File: src/hdl/bpdm_pkg.sv
// Package for the balance PD drive mixer: field widths, register indexes,
// fixed-point constants and the symmetric clamp function.
// Depends on nothing; every other file of the block imports it.
`timescale 1ns / 1ps
`default_nettype none

package bpdm_pkg;

    // Field widths.
    localparam int ANGLE_WIDTH = 16;
    localparam int STEER_W     = 16;
    localparam int DRIVE_W     = 16;
    localparam int GAIN_W      = 20;
    localparam int FRIC_W      = 15;
    localparam int LIMIT_W     = 15;
    localparam int BIAS_W      = 16;

    // Configuration port.
    localparam int CFG_IDX_W  = 3;
    localparam int CFG_DATA_W = 20;

    localparam logic [CFG_IDX_W-1:0] REG_PROP_GAIN    = 3'd0;
    localparam logic [CFG_IDX_W-1:0] REG_DERIV_GAIN   = 3'd1;
    localparam logic [CFG_IDX_W-1:0] REG_FRICTION     = 3'd2;
    localparam logic [CFG_IDX_W-1:0] REG_SET_POINT    = 3'd3;
    localparam logic [CFG_IDX_W-1:0] REG_DRIVE_LIMIT  = 3'd4;
    localparam logic [CFG_IDX_W-1:0] REG_MOTOR_ENABLE = 3'd5;

    // Reset values of the registers.
    localparam logic [GAIN_W-1:0]  PROP_GAIN_RST   = 20'd5120;
    localparam logic [LIMIT_W-1:0] DRIVE_LIMIT_RST = 15'd9900;

    // The stored set point is the written value divided by ten. The quotient
    // is formed as (|x| * 52429) >> 19, which is exact for every |x| up to 32768.
    localparam logic [15:0] BIAS_RECIP = 16'd52429;
    localparam int BIAS_SHIFT = 19;
    localparam int BIAS_PROD_W = 31;
    localparam int BIAS_Q_W = 13;

    // Gain products carry a 12-bit fraction (Q.8 angle times Q.4 gain).
    localparam int FRAC_SHIFT = 12;

    // Datapath widths that follow from the angle width.
    localparam int ERR_W   = ANGLE_WIDTH + 1;
    localparam int DIFF_W  = ERR_W + 1;
    localparam int PP_W    = ERR_W + GAIN_W + 1;
    localparam int PD_W    = DIFF_W + GAIN_W + 1;
    localparam int ACC_W   = PD_W + 1;
    localparam int VAL_W   = ACC_W - FRAC_SHIFT;
    localparam int CLAMP_W = VAL_W + 1;

    // Pipeline depth from the input register to the result register.
    localparam int NUM_STG = 5;

    // Packed stream widths, filled up to whole bytes.
    localparam int S_TDATA_W = ((ANGLE_WIDTH + STEER_W + 7) / 8) * 8;
    localparam int M_TDATA_W = ((3 * DRIVE_W + 7) / 8) * 8;

    // Clamp a signed value to [-lim, +lim] and return it at drive width.
    function automatic logic signed [DRIVE_W-1:0] clamp_sym(
        input logic signed [CLAMP_W-1:0] v,
        input logic [LIMIT_W-1:0]        lim
    );
        logic signed [CLAMP_W-1:0] pos;
        logic signed [CLAMP_W-1:0] neg;
        logic signed [CLAMP_W-1:0] res;
        pos = $signed({{(CLAMP_W-LIMIT_W){1'b0}}, lim});
        neg = -pos;
        if (v > pos) begin
            res = pos;
        end else if (v < neg) begin
            res = neg;
        end else begin
            res = v;
        end
        return res[DRIVE_W-1:0];
    endfunction

endpackage

`default_nettype wire

File: src/hdl/balance_pd_drive_mixer.sv
// Top level of the balance PD drive mixer: a five-stage streaming pipeline
// with its configuration registers and the stored last error.
// Depends on bpdm_pkg.
`timescale 1ns / 1ps
`default_nettype none

// Channel   Direction  Handshake                Payload
// s_        in         s_tvalid / s_tready      s_tdata: pitch_angle, steer_term
// m_        out        m_tvalid / m_tready      m_tdata: balance, left, right drive
// cfg_      in         cfg_valid / cfg_ready    cfg_index, cfg_data
//
// One word is accepted per cycle while s_tready is high. The first of five
// register stages loads at the edge that accepts a word; the products, the
// truncation and the clamps are spread over the stages.
// Reset is synchronous and active low; it restores the register defaults,
// clears the last error and empties the pipeline.
// A stalled output holds its word while the stages behind it keep filling,
// so s_tready falls only once every stage holds a word.
// Configuration writes are taken in every cycle.
module balance_pd_drive_mixer (
    input  wire logic                             aclk,
    input  wire logic                             aresetn,
    input  wire logic                             s_tvalid,
    output logic                                  s_tready,
    // [15:0] pitch_angle, [31:16] steer_term
    input  wire logic [bpdm_pkg::S_TDATA_W-1:0]   s_tdata,
    output logic                                  m_tvalid,
    input  wire logic                             m_tready,
    // [15:0] balance_drive, [31:16] left_drive, [47:32] right_drive
    output logic [bpdm_pkg::M_TDATA_W-1:0]        m_tdata,
    input  wire logic                             cfg_valid,
    output logic                                  cfg_ready,
    input  wire logic [bpdm_pkg::CFG_IDX_W-1:0]   cfg_index,
    input  wire logic [bpdm_pkg::CFG_DATA_W-1:0]  cfg_data
);
    import bpdm_pkg::*;

    // Configuration registers. The set point is stored already divided by ten.
    logic [GAIN_W-1:0]            prop_gain_reg;
    logic [GAIN_W-1:0]            deriv_gain_reg;
    logic [FRIC_W-1:0]            friction_reg;
    logic signed [BIAS_Q_W-1:0]   bias_q_reg;
    logic [LIMIT_W-1:0]           limit_reg;
    logic                         enable_reg;

    logic signed [BIAS_W-1:0]     bias_raw;
    logic [BIAS_W:0]              bias_mag;
    logic [BIAS_PROD_W-1:0]       bias_prod;
    logic [BIAS_Q_W-1:0]          bias_quot;
    logic signed [BIAS_Q_W-1:0]   bias_q_next;
    logic                         cfg_we;

    assign cfg_ready = 1'b1;
    assign cfg_we    = cfg_valid && cfg_ready;

    // Divide the signed set point by ten with truncation toward zero:
    // work on the magnitude and put the sign back afterwards.
    always_comb begin
        bias_raw    = $signed(cfg_data[BIAS_W-1:0]);
        bias_mag    = bias_raw[BIAS_W-1] ? (~{bias_raw[BIAS_W-1], bias_raw} + 1'b1)
                                         : {bias_raw[BIAS_W-1], bias_raw};
        bias_prod   = BIAS_PROD_W'(bias_mag) * BIAS_PROD_W'(BIAS_RECIP);
        bias_quot   = {1'b0, bias_prod[BIAS_SHIFT+BIAS_Q_W-2:BIAS_SHIFT]};
        bias_q_next = bias_raw[BIAS_W-1] ? $signed(BIAS_Q_W'(0) - bias_quot)
                                         : $signed(bias_quot);
    end

    always_ff @(posedge aclk) begin
        if (!aresetn) begin
            prop_gain_reg  <= PROP_GAIN_RST;
            deriv_gain_reg <= '0;
            friction_reg   <= '0;
            bias_q_reg     <= '0;
            limit_reg      <= DRIVE_LIMIT_RST;
            enable_reg     <= 1'b0;
        end else if (cfg_we) begin
            case (cfg_index)
                REG_PROP_GAIN:    prop_gain_reg  <= cfg_data[GAIN_W-1:0];
                REG_DERIV_GAIN:   deriv_gain_reg <= cfg_data[GAIN_W-1:0];
                REG_FRICTION:     friction_reg   <= cfg_data[FRIC_W-1:0];
                REG_SET_POINT:    bias_q_reg     <= bias_q_next;
                REG_DRIVE_LIMIT:  limit_reg      <= cfg_data[LIMIT_W-1:0];
                REG_MOTOR_ENABLE: enable_reg     <= cfg_data[0];
                default: ;
            endcase
        end
    end

    // Pipeline flow control. Each stage loads when it is empty or when the
    // stage after it moves on in the same cycle.
    logic [NUM_STG-1:0] vld_reg;
    logic [NUM_STG-1:0] vld_next;
    logic [NUM_STG:0]   stg_ready;
    logic [NUM_STG-1:0] load;

    always_comb begin
        stg_ready[NUM_STG] = m_tready;
        for (int k = NUM_STG - 1; k >= 0; k--) begin
            stg_ready[k] = !vld_reg[k] || stg_ready[k+1];
        end
        for (int k = 0; k < NUM_STG; k++) begin
            if (k == 0) begin
                load[k] = s_tvalid && stg_ready[k];
            end else begin
                load[k] = vld_reg[k-1] && stg_ready[k];
            end
            vld_next[k] = load[k] || (vld_reg[k] && !stg_ready[k+1]);
        end
    end

    always_ff @(posedge aclk) begin
        if (!aresetn) begin
            vld_reg <= '0;
        end else begin
            vld_reg <= vld_next;
        end
    end

    assign s_tready = stg_ready[0];
    assign m_tvalid = vld_reg[NUM_STG-1];

    // Stage 1: error against the set point and its change since the last word.
    // The last error follows every accepted word, whether or not the motors
    // are enabled.
    logic signed [ANGLE_WIDTH-1:0] angle_in;
    logic signed [STEER_W-1:0]     steer_in;
    logic signed [ERR_W-1:0]       err_next;
    logic signed [DIFF_W-1:0]      diff_next;
    logic signed [ERR_W-1:0]       last_err_reg;
    logic signed [ERR_W-1:0]       err_reg;
    logic signed [DIFF_W-1:0]      diff_reg;
    logic signed [STEER_W-1:0]     steer1_reg;

    always_comb begin
        angle_in  = $signed(s_tdata[ANGLE_WIDTH-1:0]);
        steer_in  = $signed(s_tdata[ANGLE_WIDTH+STEER_W-1:ANGLE_WIDTH]);
        err_next  = ERR_W'(bias_q_reg) - ERR_W'(angle_in);
        diff_next = DIFF_W'(err_next) - DIFF_W'(last_err_reg);
    end

    always_ff @(posedge aclk) begin
        if (!aresetn) begin
            last_err_reg <= '0;
        end else if (load[0]) begin
            last_err_reg <= err_next;
        end
    end

    always_ff @(posedge aclk) begin
        if (load[0]) begin
            err_reg    <= err_next;
            diff_reg   <= diff_next;
            steer1_reg <= steer_in;
        end
    end

    // Stage 2: the two gain products.
    logic signed [PP_W-1:0]    pp_next;
    logic signed [PD_W-1:0]    pd_next;
    logic signed [PP_W-1:0]    pp_reg;
    logic signed [PD_W-1:0]    pd_reg;
    logic signed [STEER_W-1:0] steer2_reg;

    always_comb begin
        pp_next = PP_W'(err_reg) * PP_W'($signed({1'b0, prop_gain_reg}));
        pd_next = PD_W'(diff_reg) * PD_W'($signed({1'b0, deriv_gain_reg}));
    end

    always_ff @(posedge aclk) begin
        if (load[1]) begin
            pp_reg     <= pp_next;
            pd_reg     <= pd_next;
            steer2_reg <= steer1_reg;
        end
    end

    // Stage 3: sum of the products, truncated toward zero to drive units.
    // A negative sum is biased up by one less than the divisor before the
    // arithmetic shift.
    logic signed [ACC_W-1:0]   acc;
    logic signed [ACC_W-1:0]   acc_rnd;
    logic signed [VAL_W-1:0]   val_next;
    logic signed [VAL_W-1:0]   val_reg;
    logic signed [STEER_W-1:0] steer3_reg;

    always_comb begin
        acc      = ACC_W'(pp_reg) + ACC_W'(pd_reg);
        acc_rnd  = acc + (acc[ACC_W-1] ? ACC_W'((1 << FRAC_SHIFT) - 1) : ACC_W'(0));
        val_next = $signed(acc_rnd[ACC_W-1:FRAC_SHIFT]);
    end

    always_ff @(posedge aclk) begin
        if (load[2]) begin
            val_reg    <= val_next;
            steer3_reg <= steer2_reg;
        end
    end

    // Stage 4: friction offset pushes away from zero; zero itself counts as
    // not positive and gets the offset subtracted. Then the balance clamp.
    logic signed [CLAMP_W-1:0]  fric_ext;
    logic signed [CLAMP_W-1:0]  fv;
    logic signed [DRIVE_W-1:0]  bal_next;
    logic signed [DRIVE_W-1:0]  bal_reg;
    logic signed [STEER_W-1:0]  steer4_reg;

    always_comb begin
        fric_ext = $signed({{(CLAMP_W-FRIC_W){1'b0}}, friction_reg});
        if (val_reg > 0) begin
            fv = CLAMP_W'(val_reg) + fric_ext;
        end else begin
            fv = CLAMP_W'(val_reg) - fric_ext;
        end
        bal_next = clamp_sym(fv, limit_reg);
    end

    always_ff @(posedge aclk) begin
        if (load[3]) begin
            bal_reg    <= bal_next;
            steer4_reg <= steer3_reg;
        end
    end

    // Stage 5: mix in the steering term for both motors and gate them with
    // the enable. The balance drive itself is passed regardless of enable.
    logic signed [DRIVE_W:0]   left_sum;
    logic signed [DRIVE_W:0]   right_sum;
    logic signed [DRIVE_W-1:0] left_next;
    logic signed [DRIVE_W-1:0] right_next;
    logic [M_TDATA_W-1:0]      out_reg;

    always_comb begin
        left_sum  = (DRIVE_W+1)'(bal_reg) + (DRIVE_W+1)'(steer4_reg);
        right_sum = (DRIVE_W+1)'(bal_reg) - (DRIVE_W+1)'(steer4_reg);
        if (enable_reg) begin
            left_next  = clamp_sym(CLAMP_W'(left_sum), limit_reg);
            right_next = clamp_sym(CLAMP_W'(right_sum), limit_reg);
        end else begin
            left_next  = '0;
            right_next = '0;
        end
    end

    always_ff @(posedge aclk) begin
        if (load[4]) begin
            out_reg <= {right_next, left_next, bal_reg};
        end
    end

    assign m_tdata = out_reg;

endmodule

`default_nettype wire

File: config.mk
export PLATFORM = sky130hd
export DESIGN_NAME = balance_pd_drive_mixer
export DESIGN_NICKNAME = d
export VERILOG_FILES = /design/src/hdl/bpdm_pkg.sv /design/src/hdl/balance_pd_drive_mixer.sv
export SDC_FILE = /design/constraint.sdc
export NUM_CORES = 2
export LEC_CHECK = 0
export BUFFER_PORTS_ARGS = -buffer_cell sky130_fd_sc_hd__buf_2
export CAP_MARGIN = 20
export CELL_PAD_IN_SITES_DETAIL_PLACEMENT = 1
export CELL_PAD_IN_SITES_GLOBAL_PLACEMENT = 2
export CORE_UTILIZATION = 42
export DETAILED_ROUTE_END_ITERATION = 10
export GPL_ROUTABILITY_DRIVEN = 0
export PLACE_DENSITY_LB_ADDON = 0.05
export SETUP_SLACK_MARGIN = 0.4
export SLEW_MARGIN = 15
export SYNTH_ARGS = -nofsm -noshare
export SYNTH_HDL_FRONTEND = slang
export SYNTH_SLANG_ARGS = --single-unit
File: constraint.sdc
create_clock -name aclk -period 12.25 [get_ports aclk]
set_input_delay 1.225 -clock aclk [delete_from_list [all_inputs] [get_ports aclk]]
set_output_delay 1.225 -clock aclk [all_outputs]
set_load 0.005 [all_outputs]
Word-level counts from Yosys, hierarchy flattened --
Index checks and enable logic that the tools add are counted.
Storage, ports and cells: ROM bits 0, output and inout bits 51, memory bits (writable) 0, memories kept 0, bits in latches 0, word-level logic and storage cells 100, input port bits 60, flip-flop bits (word level) 374
Cells by class: equal/unequal tests 5, reduce and logical (&&, ||, !) cells 39, $mul 3, bitwise operators 2, $lt $le $gt $ge 7, shift-type cells 0, divide/modulo/power cells 0, muxes and demuxes 10, add/subtract/negate cells 11
Operators by type and width (count):
- $lt 17x29->1 | 2
- $mux 16 | 3
- $mux 15 | 3
- $add 38x39->40 | 1
- $add 40x13->40 | 1
- $mul 18x21->39 | 1
- $mul 17x21->38 | 1
- $gt 17x16->1 | 2
- $mul 17x16->31 const B | 1
- $add 28x16->29 | 1
- $gt 29x16->1 | 1
- $lt 29x29->1 | 1
- $mux 29 | 1
- $neg 15->29 | 1
- $sub 28x16->29 | 1
- $gt 28x1->1 const B | 1
- $sub 17x17->18 | 1
- $add 16x16->17 | 1
- $add 17x1->17 const B | 1
- $mux 17 | 1
- $not 17->17 | 1
- $sub 13x16->17 | 1
- $sub 16x16->17 | 1
- $mux 13 | 1
- 12 further kinds | 47

Depth between registers and ports, before layout --
word-level depth 8, gate-level depth with buffers 30

Worst setup path before layout --
No wires, ideal clock.
path kind input to register, start in m_tready, end reg pd_reg[0] (enable), data required time 11563 ps, arrival 8267 ps, path slack 3296 ps, cell stages on the path 3, cells stage by stage nor2b_1 and3_1 a21boi_0
On the way: cells in the longest elaborated chain, start to end 5
RTL lines:
- from (decl) | line balance_pd_drive_mixer.sv:28 | input wire logic m_tready,
- $logic_or 1x1->1 (4 in series) | line balance_pd_drive_mixer.sv:99 | stg_ready[k] = !vld_reg[k] || stg_ready[k+1];
- $logic_and 1x1->1 | line balance_pd_drive_mixer.sv:105 | load[k] = vld_reg[k-1] && stg_ready[k];
- via load[1] | line balance_pd_drive_mixer.sv:94 | logic [NUM_STG-1:0] load;
- to (signal assigned) | line balance_pd_drive_mixer.sv:172 | pd_reg <= pd_next;
- to (decl) | line balance_pd_drive_mixer.sv:161 | logic signed [PD_W-1:0] pd_reg;
The timed path passes the listed nets, and every way through them passes these cells. A chain may end at the register's enable or synchronous reset.

Worst setup path in the final report --
start in cfg_data[3] in the netlist's numbering, end reg bias_q_reg[11]
On the way: cells in the longest elaborated chain, start to end 6
RTL lines:
- from (decl) | line balance_pd_drive_mixer.sv:34 | input wire logic [bpdm_pkg::CFG_DATA_W-1:0] cfg_data
- $not 17->17 | line balance_pd_drive_mixer.sv:60 | bias_mag = bias_raw[BIAS_W-1] ? (~{bias_raw[BIAS_W-1], bias_raw} + 1'b1)
- $add 17x1->17 | line balance_pd_drive_mixer.sv:60
- $mux 17 * | line balance_pd_drive_mixer.sv:60
- $mul 17x16->31 * | line balance_pd_drive_mixer.sv:62 | bias_prod = BIAS_PROD_W'(bias_mag) * BIAS_PROD_W'(BIAS_RECIP);
- $sub 1x12->13 | line balance_pd_drive_mixer.sv:64 | bias_q_next = bias_raw[BIAS_W-1] ? $signed(BIAS_Q_W'(0) - bias_quot)
- $mux 13 * | line balance_pd_drive_mixer.sv:64
- to (signal assigned) | line balance_pd_drive_mixer.sv:81 | REG_SET_POINT: bias_q_reg <= bias_q_next;
- to (decl) | line balance_pd_drive_mixer.sv:42 | logic signed [BIAS_Q_W-1:0] bias_q_reg;
Every way passes the cells marked *; elsewhere a longest branch is shown, timed or not.

==> metrics <==
status finished, final reports clean; core area 123,000 um^2; combinational power share 0.678; Worst Setup SP cfg_data[3]; switching share of total power 0.499; filler instances approximately 14,000; HP Start steer2_reg[2]; internal power 5080 uW; Tightest Pin Transition 1110 ps; Slew HR 0.259; leading area contributor after synthesis fa_1; number of flip-flops in the largest register 48; critical path class in -> reg; die footprint 126,000 um^2; P&R area growth vs syn 7.68%; overall die height 354 um; unrepaired setup endpoints after global routing false; fin nets 7,036; reg2reg end pd_reg[36]; Synth Register Bits around 370; crit path max fanout 7; finished layout cell area around 56,000 um^2; max cap viols 0; wire per inst 23.0 um; Root Driver clkbuf_16; worst reg2reg path startpoint diff_reg[8]; setup TNS 0 ps; max frequency 0.115 GHz; die width 354 um; reg2reg path depth 25; Sink Count 374; antenna-violating nets left 0; final setup vio count 0; worst reg2reg setup slack about 4100 ps; share of layout cells above drive strength 1 0.0572; pin count of the biggest net entering global routing 74; Net Switching 5070 uW; Hold EP steer3_reg[2]; Non-Filler Instances about 7,300; Clock Pin Slew Worst Setup and Hold Paths 60 ps; number of enable flip-flop cells after synthesis roughly 270; syn_area_per_cell 9.23 um^2; H-tree levels 2; Post-CTS Setup Bufs 0; worst slack, placed roughly 3000 ps; Seq pwr share 0.179; CTS tree built; placed inst area 54,500 um^2; num rows between 100 and 150; PD cells 181 nW/um^2; Worst EP arrival approximately 9200 ps; sequential fraction of the synthesis area 0.195; Startpoint Class input pin; Tot GR Track Use 0.270; Final Hold Violating Endpoints 0; Syn Inst Count 5,652; Async S/R FF share, synth 0; routed wire length approximately 170,000 um; initial antenna violation count 14; min Tclk post-route about 8700 ps; warnings from Yosys 0; I/O Pins roughly 110; global route total overflow 0; crit share post-route 0.712; Worst setup EP type register; top area cells in the synthesized netlist fa_1, ha_1, edfxtp_1, inv_1, nand2_1; post-cts resize count 0; via count 40,000; port bufs around 110; Netlist cell types 95; maximum vdd drop 0.309 mV; ys flop type edfxtp_1; CP required around 13,000 ps; worst min-delay path category reg -> reg; initial DRC count between 2,000 and 2,500; Clock Skews 28.7 ps; setup ws final 3520 ps; DP Cell Count 7,232; Slew Limit Fails 0; number of global-route vias before repair 42,300; Clock Power Share 0.144; CTS Buf Count 47; Hold Path Stages 0; area share of the largest cell type after synthesis 0.249; First-pass DRT Iterations 5; Initial Util 0.426; clk_lat worst skew between 600 and 700 ps; vias per std cell 5.46; leakage power between 0.02 and 0.03 uW; CTS Hold Bufs 0; Max Root-Sink Buffers 3; first-pass GRT wire length 259,000 um; DRC Markers 0; Post-Synthesis Cell Area 52,200 um^2; Core Util, Final 0.459; DP HPWL 138,000 um
==> cell usage after synthesis, types with 29 or more instances <==
cell type and number:
a21oi_1 276, mux2i_1 35, o21a_1 61, nor3_1 71, nor2b_1 54, xor2_1 82, o21ai_0 121, nand4_1 31
nand3_1 94, a211oi_1 44, dfxtp_1 106, nand2b_1 71, and3_1 29, nor2_1 206, ha_1 668, clkbuf_1 225
o31ai_1 32, xnor2_1 164, a21o_1 111, inv_1 905, nand2_1 724, edfxtp_1 268, o211ai_1 29, fa_1 649
and2_1 260
==> per-stage QoR <==
stage	total power (uW)	hold WS (ps)
after floorplan	6560	400
after global placement	8640	404
after detailed placement	8740	405
after CTS	10300	417
after global routing	11100	423
final	10200	416
==> metal layers <==
metal / part of all wire / up-vias / global-route usage
met4: 0.022 / 12 / 0.0614
met2: 0.47 / 776 / 0.449
met5: 0.00045 / - / 0
met3: 0.041 / 176 / 0.0257
li1: - / 18600 / -
met1: 0.47 / 20500 / 0.381
==> worst max path at each step <==
stage | to | slack, ps | depth (start not counted)
after global routing | bias_q_reg[11] | 2950 | 28
after global placement | bias_q_reg[11] | 3090 | 28
after floorplan | pd_reg[0] | 3300 | 3
after CTS | bias_q_reg[11] | 3550 | 28
final | bias_q_reg[11] | 3520 | 28
after detailed placement | bias_q_reg[11] | 2930 | 27
==> critical path: stages <==
cell      delay, ps
buf_2           210
nor3_1          260
nand2b_1        100
nor2_1          250
nand3_1         190
o41ai_1         350
xnor2_1         390
ha_1            410
ha_1            360
fa_1            490
fa_1            520
fa_1            500
inv_1            60
fa_1            480
inv_1            40
ha_1            280
a21o_1          160
a21o_1          160
a21o_1          200
a211oi_1        300
o211ai_1        210
a2111o_1        500
a31oi_1         340
mux2_2          400
nor3_1          300
mux2i_1         290
a211o_1         150
nand3_1          60
==> layout by cell type (no fill, tap or decap), types with 29 or more instances in the layout <==
cell type  count
a211oi_1      44
a21o_1       111
a21oi_1      276
and2_1       260
and3_1        29
buf_2        110
buf_4         76
clkbuf_16     51
dfxtp_1      106
edfxtp_1     268
fa_1         649
ha_1         668
inv_1        903
mux2i_1       34
nand2_1      724
nand2b_1      71
nand3_1       94
nand4_1       31
nor2_1       206
nor2b_1       52
nor3_1        69
o211ai_1      29
o21a_1        61
o21ai_0      121
o31ai_1       32
xnor2_1      164
xor2_1        81
==> final cells by class <==
type,count,area [um^2],area share
multi-input combinational,4134,37800,0.672
tap,1625,2030,0.0362
sequential,374,10200,0.181
clock buffer,60,1350,0.0240
timing repair buffer,189,1160,0.0207
antenna,7,17.5,0.000312
inverter,913,3430,0.0610
clock inverter,27,250,0.00445
==> power by group through the flow <==
stage / Combinational [uW] / Clock (uW) / Sequential, uW
5_1_grt: 7720 / 1530 / 1820
3_3_place_gp: 6790 / 0 / 1850
4_1_cts: 6960 / 1490 / 1820
6_report: 6880 / 1460 / 1810
3_5_place_dp: 6890 / 0 / 1850
2_1_floorplan: 4900 / 0 / 1660
==> cells by family after synthesis <==
kind of cell | Yosys count | share of synthesized area
compound gates | 879 | 0.112
flops | 374 | 0.195
simple gates | 1645 | 0.152
xor+xnor | 246 | 0.0413
other cells | 2 | 0.000144
buf+inv | 1149 | 0.0830
fa+ha+maj | 1317 | 0.409
mux | 40 | 0.00779
No activity file was read; power rests on OpenSTA's default activity.
